[src/hdl/indexed_min_heap_queue_unit_assert.svh]
// ---------------------------------------------------------------------------
// Assertion macros for the indexed min-heap queue
// Concurrent checks on the rising edge of clk; empty when SYNTH is defined.
// ---------------------------------------------------------------------------
`ifndef INDEXED_MIN_HEAP_QUEUE_UNIT_ASSERT_SVH
`define INDEXED_MIN_HEAP_QUEUE_UNIT_ASSERT_SVH

`ifndef SYNTH
// check that is switched off while reset is low
`define HMQ_ASSERT(lbl, prop, msg) \
  lbl: assert property (@(posedge clk) disable iff (!rst_n) prop) else $error(msg);
// check that also covers the reset cycles
`define HMQ_ASSERT_RST(lbl, prop, msg) \
  lbl: assert property (@(posedge clk) prop) else $error(msg);
`else
`define HMQ_ASSERT(lbl, prop, msg)
`define HMQ_ASSERT_RST(lbl, prop, msg)
`endif

`endif

[src/hdl/hmq_level_cell.sv]
// ---------------------------------------------------------------------------
// hmq_level_cell
// One heap level: holds the 2^LEVEL entries of that level, one write port and
// two registered read ports. Addresses are heap positions; a cell answers
// only for positions on its own level and returns zero otherwise.
// ---------------------------------------------------------------------------
module hmq_level_cell #(
  parameter int LEVEL = 0,
  parameter int AW    = 10,
  parameter int ENT_W = 74
) (
  input  logic             clk,
  input  logic             wr_en,
  input  logic [AW-1:0]    wr_addr,
  input  logic [ENT_W-1:0] wr_data,
  input  logic [AW-1:0]    rd_a_addr,
  input  logic [AW-1:0]    rd_b_addr,
  output logic [ENT_W-1:0] rd_a_data,
  output logic [ENT_W-1:0] rd_b_data
);

  localparam int DEPTH = 1 << LEVEL;
  localparam int IDX_W = (LEVEL > 0) ? LEVEL : 1;

  logic [ENT_W-1:0] mem [DEPTH];
  logic [IDX_W-1:0] wr_idx, a_idx, b_idx;
  logic             wr_hit, a_hit, b_hit;
  logic             a_hit_r, b_hit_r;
  logic [ENT_W-1:0] a_q_r, b_q_r;

  // level decode: position lies in [2^LEVEL, 2^(LEVEL+1))
  assign wr_hit = (wr_addr >> LEVEL) == AW'(1);
  assign a_hit  = (rd_a_addr >> LEVEL) == AW'(1);
  assign b_hit  = (rd_b_addr >> LEVEL) == AW'(1);
  assign wr_idx = (LEVEL == 0) ? '0 : wr_addr[IDX_W-1:0];
  assign a_idx  = (LEVEL == 0) ? '0 : rd_a_addr[IDX_W-1:0];
  assign b_idx  = (LEVEL == 0) ? '0 : rd_b_addr[IDX_W-1:0];

  // storage
  always_ff @(posedge clk) begin
    if (wr_en && wr_hit) begin
      mem[wr_idx] <= wr_data;
    end
    a_q_r   <= mem[a_idx];
    b_q_r   <= mem[b_idx];
    a_hit_r <= a_hit;
    b_hit_r <= b_hit;
  end

  assign rd_a_data = a_hit_r ? a_q_r : '0;
  assign rd_b_data = b_hit_r ? b_q_r : '0;

endmodule

[config.mk]
export PLATFORM = sky130hd
export DESIGN_NAME = hmq_level_cell
export DESIGN_NICKNAME = d
export VERILOG_FILES = /design/src/hdl/indexed_min_heap_queue_unit_assert.svh /design/src/hdl/hmq_level_cell.sv
export SDC_FILE = /design/constraint.sdc
export NUM_CORES = 1
export LEC_CHECK = 0
export ABC_AREA = 1
export BUFFER_PORTS_ARGS = -buffer_cell sky130_fd_sc_hd__buf_2
export CORE_AREA = 2 2 103 115
export CTS_BUF_LIST = sky130_fd_sc_hd__clkbuf_4 sky130_fd_sc_hd__clkbuf_8
export CTS_CLUSTER_DIAMETER = 120
export DETAILED_ROUTE_END_ITERATION = 8
export DIE_AREA = 0 0 105 117
export PLACE_DENSITY = 0.8
export SYNTH_ARGS = -nofsm -noshare
export SYNTH_HDL_FRONTEND = slang
export SYNTH_SLANG_ARGS = --single-unit
[constraint.sdc]
create_clock -name clk -period 5.73 [get_ports clk]
set_input_delay 1.146 -clock clk [delete_from_list [all_inputs] [get_ports clk]]
set_output_delay 1.146 -clock clk [all_outputs]
set_load 0.02 [all_outputs]
==> results of run 1 <==
==> registers in the layout (all words and copies together), names as in the netlist <==
register	cells
a_q_r	74
mem	74
a_hit_r	1
b_hit_r	1
==> cells by family after synthesis <==
| logic type | count (synthesis) | share of synthesized area |
|---|---|---|
| and+or+nand+nor | 174 | 0.128 |
| DFF | 150 | 0.729 |
| buffers and inverters | 170 | 0.144 |
==> layout make-up <==
cell class	instances	area, sq um
inverters	154	578
clock buffers	18	241
multi-input cells	174	663
repair buffers	256	1290
clock inverters	14	103
well taps	150	188
fillers	962	4380
flip-flops and latches	150	3750
==> layer usage <==
layer / global-route usage / share of wire
met2: 0.287 / 0.51
met5: 0 / 0
met3: 0.0631 / 0.086
met1: 0.186 / 0.39
met4: 0.0711 / 0.017
==> cells in the mapped netlist <==
master    instances  area share
dfxtp_1          76        0.30
buf_6            12       0.026
nor2_1           17       0.012
buf_2             2      0.0019
nand3_1           2      0.0019
inv_1           143        0.10
edfxtp_1         74        0.43
inv_2            11      0.0080
buf_4             2      0.0029
nand2_1         155        0.11
==> worst min-delay path by stage <==
stage                         start                 to  slack (ns)  depth (start not counted)
4_1_cts        mem[0][65]$_DFFE_PP_  a_q_r[65]$_DFF_P_        0.34                          0
3_5_place_dp   mem[0][26]$_DFFE_PP_  a_q_r[26]$_DFF_P_        0.33                          0
2_1_floorplan   mem[0][0]$_DFFE_PP_   a_q_r[0]$_DFF_P_        0.32                          0
5_1_grt        mem[0][35]$_DFFE_PP_  a_q_r[35]$_DFF_P_        0.34                          0
6_report       mem[0][65]$_DFFE_PP_  a_q_r[65]$_DFF_P_        0.34                          0
3_3_place_gp   mem[0][37]$_DFFE_PP_  a_q_r[37]$_DFF_P_        0.32                          0
==> critical path, stage by stage, from the launching register on <==
cell,delay [ns]
dfxtp_2,0.68
buf_4,0.48
nand2_1,0.12
inv_1,0.07
buf_2,0.16
==> stage by stage <==
stage | worst slack (ns) | power, W | cells | area (sq um) | utilization
floorplan | 0.750 | 0.00115 | 494 | 5140 | -
detailed placement | 2.43 | 0.00119 | 884 | 6460 | 0.578
global placement | 2.46 | 0.00119 | 884 | 6460 | 0.578
CTS | 2.55 | 0.00187 | 916 | 6810 | 0.609
global route | 2.42 | 0.00192 | 916 | 6810 | 0.609
finish | 2.62 | 0.00185 | 916 | 6810 | 0.609
==> power groups by stage <==
stage	sequential, W	combinational (W)	clock (W)
detailed placement	0.00115	0.0000410	0
finish	0.00112	0.0000408	0.000682
floorplan	0.00115	0.00000522	0
global placement	0.00115	0.0000392	0
global route	0.00112	0.0000460	0.000755
CTS	0.00112	0.0000412	0.000708
==> flow_summary.yaml, run 1 <==
run_status:
  outcome: "complete, no violations"
final_layout:
  antenna_cells: 0
  drive_above_1_share: 0.393
  area_growth_pct: 32.5
  finalNetCount: 859
  final_cell_mix: "buf_2, nand2_1, inv_1"
  layout_commonest_cell: "buf_2"
sta:
  layout_min_cycle_time_ns: 3.11
  setup_tns_ns: 0
  fin_crit_sh: 0.543
  hold_violations: 0
  skew_ns: 0.00560
  maxSlewViolCount: 0
  final-setup-viol-count: 0
  slew_headroom: 0.320
  max_freq_ghz: 0.321
  worstMarginPinSlew_ns: 1.02
  whs_ns: 0.339
  rsz0062_at_grt: "no"
power_and_ir_drop:
  swShare: 0.211
  powerDensity_mw_per_mm2: 271
  peakVddDrop_uv: 148
  internal_power_w: 0.00146
  p_leak_nw: 4.35
  p_seq_frac: 0.609
  clkPwrFrac: 0.369
  p_comb_frac: 0.022
  p_switching_w: 0.000390
worst_setup_path:
  worstSetupPathType: "flip-flop to output pin"
  reg2regPathDepth: 0
  worstReg2RegStart: "mem[0][33]$_DFFE_PP_"
  cp-end-kind: "output pin"
  rr_endpoint: "a_q_r[33]$_DFF_P_"
  crit_path_start_kind: "flip-flop"
  path_max_fanout: 46
  endpoint: "rd_b_data[50]"
  critPathArrivalTime_ns: 1.97
  regToRegSetupSlack_ns: 5.18
  worst_ep_required_time_ns: 4.58
  crit_start: "b_hit_r$_DFF_P_"
global_routing:
  grt-ovfl-total: 0
  grt_pass1_vias: 3289
  gr-usage-all-layers: 0.166
  grt_pass1_wl_mm: 15.3
  grt_max_degree: 75
  grt_antenna_before_repair: 0
die:
  die_h_microns: 117
  ioPinCount: 254
  rows: 41
  initial_utilization: 0.459
  fp.dieW_microns: 105
  core_sq_mm: 0.0112
  die_area_sq_mm: 0.0123
synthesis:
  ys_ff_latch: 150
  yosys_warnings: 0
  ys_seq_area_frac: 0.729
  netlist_area_sq_mm: 0.00514
  avgSynthCellArea_sq_um: 10.4
  syn_nets: 600
  synth.distinct_cells: 10
  synth_cells: 494
drt:
  first_iter_violations: 189
  viasPerCell: 4.04
  drc: 0
  ant_nets: 0
  routed_wl_mm: 10.0
  wl_per_cell_microns: 10.9
  dr_total_vias: 3702
  first_pass_iters: 4
job:
  drv_cap: 0
placed_design:
  place_hpwl_mm: 7.61
  placement.io_buffers: 253
  gp_congestion: 0.765
clocking:
  post_cts_buffers: 0
  cts_buffers: 17
  cts_tree: "done"
  path_clk_slew_ns: 0.08
  cts_resized: 0
  h-tree-depth: 4
  hold_buffers: 0
  clock_latency_ns: 0.42
  clock-root-buffer: "clkbuf_8"
  clock_sinks: 150
  clockBufferDepth: 2
worst_hold_path:
  hp-class: "flip-flop to flip-flop"
(Power assumes the default switching activity.)
==> inputs of run 2 (changes only) <==
Clock period 5.73 ns to 3.1 ns, I/O delays scaled along.
==> run 2 against run 1 <==
Against the previous run:
- design area up 1.6%
- clock-buffer cell count up 3
- total power up 100%
- sequential power up 86%
- register-to-register slack worse by 2.6 ns
- critical endpoint is now rd_a_data[63]
==> flow_summary.yaml, run 2 (synthesized netlist as in run 1, its figures left out) <==
clocking:
  clock_latency_ns: 0.42
  cts_resized: 0
  path_clk_slew_ns: 0.07
  clock-root-buffer: "clkbuf_8"
  clock_sinks: 150
  cts_tree: "done"
  post_cts_buffers: 0
  cts_buffers: 17
  hold_buffers: 0
  h-tree-depth: 4
  clockBufferDepth: 2
worst_setup_path:
  crit_path_top_delay_cell: "dfxtp_2"
  worst_ep_required_time_ns: 2.48
  crit_path_max_incr_delay_ns: 0.75
  cp-end-kind: "output pin"
  critPathArrivalTime_ns: 1.98
  path_max_fanout: 40
  worstSetupPathType: "flip-flop to output pin"
  rr_endpoint: "a_q_r[19]$_DFF_P_"
  cp_cell_sequence: "buf_4 > nand2_1 > inv_1 > buf_2"
  reg2regPathDepth: 0
  regToRegSetupSlack_ns: 2.60
  worstReg2RegStart: "mem[0][19]$_DFFE_PP_"
  crit_path_start_kind: "flip-flop"
global_routing:
  grt_pass1_wl_mm: 15.2
  grt.busiest_layer: "met2"
  grt-ovfl-total: 0
  gr-usage-all-layers: 0.164
  grt_max_degree: 41
  grt_pass1_vias: 3242
  grt_util_met2: 0.290
  use_met1: 0.168
  grt_antenna_before_repair: 5
  use_met3: 0.0825
run_status:
  outcome: "complete, no violations"
final_layout:
  postLayoutCellArea_sq_mm: 0.00692
  drive_above_1_share: 0.395
  largestRegisters: "a_q_r: 74 flops, mem: 74 flops"
  final_cell_mix: "buf_2, nand2_1, inv_1"
  layout_commonest_cell: "buf_2"
  area_growth_pct: 34.6
  finalNetCount: 860
drt:
  routed_wl_mm: 10.1
  dr_total_vias: 3717
  wl_per_cell_microns: 11.0
  drc: 0
  viasPerCell: 4.04
  ant_nets: 0
  first_iter_violations: 139
  first_pass_iters: 4
die:
  fp.dieW_microns: 105
  initial_utilization: 0.459
  ioPinCount: 254
  rows: 41
  core_sq_mm: 0.0112
  die_area_sq_mm: 0.0123
  die_h_microns: 117
placed_design:
  placement.io_buffers: 253
  gp_congestion: 0.832
  place_hpwl_mm: 7.62
  placed_cell_area_sq_mm: 0.00648
  place_ws_ns: 0.909
power_and_ir_drop:
  finalPower_w: 0.00369
  powerDensity_mw_per_mm2: 533
  peakVddDrop_uv: 338
  p_leak_nw: 4.40
worst_hold_path:
  worstHoldPathCells: 0
  hp-class: "flip-flop to flip-flop"
  worstHoldEndpoint: "a_q_r[62]$_DFF_P_"
  min_from: "mem[0][62]$_DFFE_PP_"
sta:
  slew_headroom: 0.521
  final-setup-viol-count: 0
  final.setup.worst_slack_ns: 0.496
  whs_ns: 0.339
  skew_ns: 0.00786
  hold_violations: 0
  worstMarginPinSlew_ns: 0.719
  setup_tns_ns: 0
  layout_min_cycle_time_ns: 2.60
  rsz0062_at_grt: "no"
  maxSlewViolCount: 0
  max_freq_ghz: 0.384
  fin_crit_sh: 0.840
job:
  drv_cap: 0
run 2: changes by cell type in the layout (fill, tap and decap cells not counted), sizes merged:
cell | previous run | this run
buf | 256 | 257
inv | 157 | 156
bufinv | 0 | 3
clkinvlp | 3 | 2
clkinv | 8 | 4
diode | 0 | 2
clkbuf | 18 | 21
run 2: metal layers:
layer  share of wire  wire length [microns]
met5          0.0040                     40
met1            0.36                   3670
met3            0.10                   1050
met2            0.51                   5210
met4           0.015                    147
run 2: critical path: cells and delay by family, from the launching register on:
kind / cells / cell delay (ns)
flops: 1 / 0.75
buf+inv: 3 / 0.70
simple gates: 1 / 0.10
run 2: final cells by class:
class	instances	area, sq um
Timing Repair Buffer	257	1310
Sequential cell	150	3750
Clock buffer	21	277
Multi-Input combinational cell	174	663
Inverter	154	578
Clock inverter	11	150
Antenna cell	2	5.00
Fill cell	959	4270
Tap cell	150	188
run 2: stage by stage:
| stage | util | cells |
|---|---|---|
| 6_report | 0.618 | 919 |
| 4_1_cts | 0.618 | 917 |
| 5_1_grt | 0.618 | 917 |
| 3_5_place_dp | 0.580 | 885 |
| 2_1_floorplan | - | 494 |
| 3_3_place_gp | 0.580 | 885 |
run 2: worst max path at each step:
stage / from / end / slack [ns] / cells past startpoint
finish: a_hit_r$_DFF_P_ / rd_a_data[63] / 0.50 / 4
CTS: a_hit_r$_DFF_P_ / rd_a_data[71] / 0.43 / 4
global placement: a_hit_r$_DFF_P_ / rd_a_data[71] / 0.93 / 4
floorplan: wr_addr[2] / mem[0][0]$_DFFE_PP_ / 0.73 / 5
global route: a_hit_r$_DFF_P_ / rd_a_data[45] / 0.30 / 4
detailed placement: a_hit_r$_DFF_P_ / rd_a_data[71] / 0.91 / 4
run 2: power by group:
group / switching, W / internal (W)
Combinational: 0.0000245 / 0.0000498
Clock: 0.000676 / 0.000862
Sequential: 0.000000723 / 0.00208
==> inputs of run 3 (changes only) <==
Clock period 3.1 ns to 2.49 ns, I/O delays scaled along.
==> run 3 against run 2 <==
Against the previous run:
- clock skew about the same
- worst setup slack got worse by 0.024 ns
- highest routed layer unchanged
- largest cell class unchanged
- hold slack got worse by 0.092 ns
- utilization increased by 0.41 points
- cell count increased by 0.11%
- register-to-register slack got worse by 0.62 ns
- total power increased by 26%
- clock-buffer cell count decreased by 1
- routed wire length decreased by 1.1%
==> flow_summary.yaml, run 3 (synthesized netlist as in run 1, its figures left out) <==
final_layout:
  postLayoutCellArea_sq_mm: 0.00696
  finalNetCount: 862
  final_cell_mix: "buf_2, nand2_1, inv_1"
  layout_commonest_cell: "buf_2"
  area_growth_pct: 35.5
  stdcell_count: 920
  drive_above_1_share: 0.395
  largestRegisters: "a_q_r: 74 flops, mem: 74 flops"
power_and_ir_drop:
  p_seq_frac: 0.558
  finalPower_w: 0.00464
  clkPwrFrac: 0.422
  internal_power_w: 0.00377
  swShare: 0.187
  p_comb_frac: 0.020
  p_leak_nw: 4.40
  p_switching_w: 0.000865
  peakVddDrop_uv: 363
  powerDensity_mw_per_mm2: 666
die:
  core_sq_mm: 0.0112
  die_area_sq_mm: 0.0123
  rows: 41
  fp.dieW_microns: 105
  ioPinCount: 254
  die_h_microns: 117
  initial_utilization: 0.459
clocking:
  clock-root-buffer: "clkbuf_8"
  post_cts_buffers: 0
  clock_sinks: 150
  path_clk_slew_ns: 0.08
  hold_buffers: 0
  clockBufferDepth: 2
  cts_resized: 0
  clock_latency_ns: 0.42
  cts_buffers: 17
  cts_tree: "done"
  h-tree-depth: 4
global_routing:
  gr-usage-all-layers: 0.164
  grt_antenna_before_repair: 2
  grt_max_degree: 48
  grt_pass1_vias: 3203
  grt_pass1_wl_mm: 15.3
  grt-ovfl-total: 0
placed_design:
  placed_cell_area_sq_mm: 0.00652
  dp_cells: 887
  placement.io_buffers: 253
  place_hpwl_mm: 7.72
  place_ws_ns: 0.556
  gp_congestion: 0.824
sta:
  max_freq_ghz: 0.496
  setup_tns_ns: 0
  hold_violations: 0
  maxSlewViolCount: 0
  slew_headroom: 0.643
  worstMarginPinSlew_ns: 0.534
  final-setup-viol-count: 0
  fin_crit_sh: 0.810
  layout_min_cycle_time_ns: 2.02
  skew_ns: 0.00751
  rsz0062_at_grt: "no"
  final.setup.worst_slack_ns: 0.472
run_status:
  outcome: "complete, no violations"
worst_setup_path:
  cp_cell_sequence: "buf_12 > nand2_1 > inv_1 > buf_2"
  crit_path_start_kind: "flip-flop"
  worstSetupPathType: "flip-flop to output pin"
  path_max_fanout: 47
  crit_path_max_incr_delay_ns: 0.52
  cp-end-kind: "output pin"
  critPathArrivalTime_ns: 1.52
  reg2regPathDepth: 0
  crit_path_top_delay_cell: "dfxtp_2"
  worst_ep_required_time_ns: 1.99
drt:
  dr_total_vias: 3704
  routed_wl_mm: 10.0
  wl_per_cell_microns: 10.9
  viasPerCell: 4.03
  ant_nets: 0
  first_pass_iters: 6
  first_iter_violations: 125
  drc: 0
worst_hold_path:
  hp-class: "input pin to flip-flop"
  worstHoldPathCells: 1
job:
  drv_cap: 0
[run 3: worst max-delay path, delay by kind of cell, from the launching register on]
kind | cells | cell delay [ns]
DFF | 1 | 0.52
and+or+nand+nor | 1 | 0.07
buffers and inverters | 3 | 0.48
[run 3: per-layer routing]
metal  vias to the layer above  part of all wire  global-route usage
met3                        16             0.089              0.0731
met4                         2             0.017              0.0622
met2                       156              0.50               0.281
li1                       1932                 -                   -
met5                         -            0.0013                   0
met1                      1598              0.39               0.184
[run 3: final timing paths]
kind                              from              endpoint  slack, ns
setup / recovery       a_hit_r$_DFF_P_         rd_a_data[46]       0.47
hold / removal             wr_data[16]  mem[0][16]$_DFFE_PP_       0.25
setup reg to reg  mem[0][73]$_DFFE_PP_     a_q_r[73]$_DFF_P_       1.98
hold reg to reg   mem[0][48]$_DFFE_PP_     a_q_r[48]$_DFF_P_       0.34
[run 3: power by group through the flow]
stage	Combinational, W	Clock (W)	Sequential (W)
after global routing	0.000108	0.00213	0.00258
after global placement	0.0000893	0	0.00264
after CTS	0.0000940	0.00202	0.00258
after detailed placement	0.0000936	0	0.00264
after floorplan	0.0000123	0	0.00264
final	0.0000933	0.00196	0.00259
[run 3: area by class of cell]
type | instances | area (sq um)
antenna | 1 | 2.50
clock buffer | 20 | 256
clock inverter | 12 | 179
fill | 950 | 4220
inverter | 154 | 578
multi-input combinational | 174 | 663
sequential | 150 | 3750
tap | 150 | 188
timing repair buffer | 259 | 1350
[run 3: through the flow]
step | util | hold WS (ns)
floorplan | - | 0.323
global placement | 0.583 | 0.323
detailed placement | 0.583 | 0.327
CTS | 0.622 | 0.213
global route | 0.622 | 0.197
finish | 0.623 | 0.247
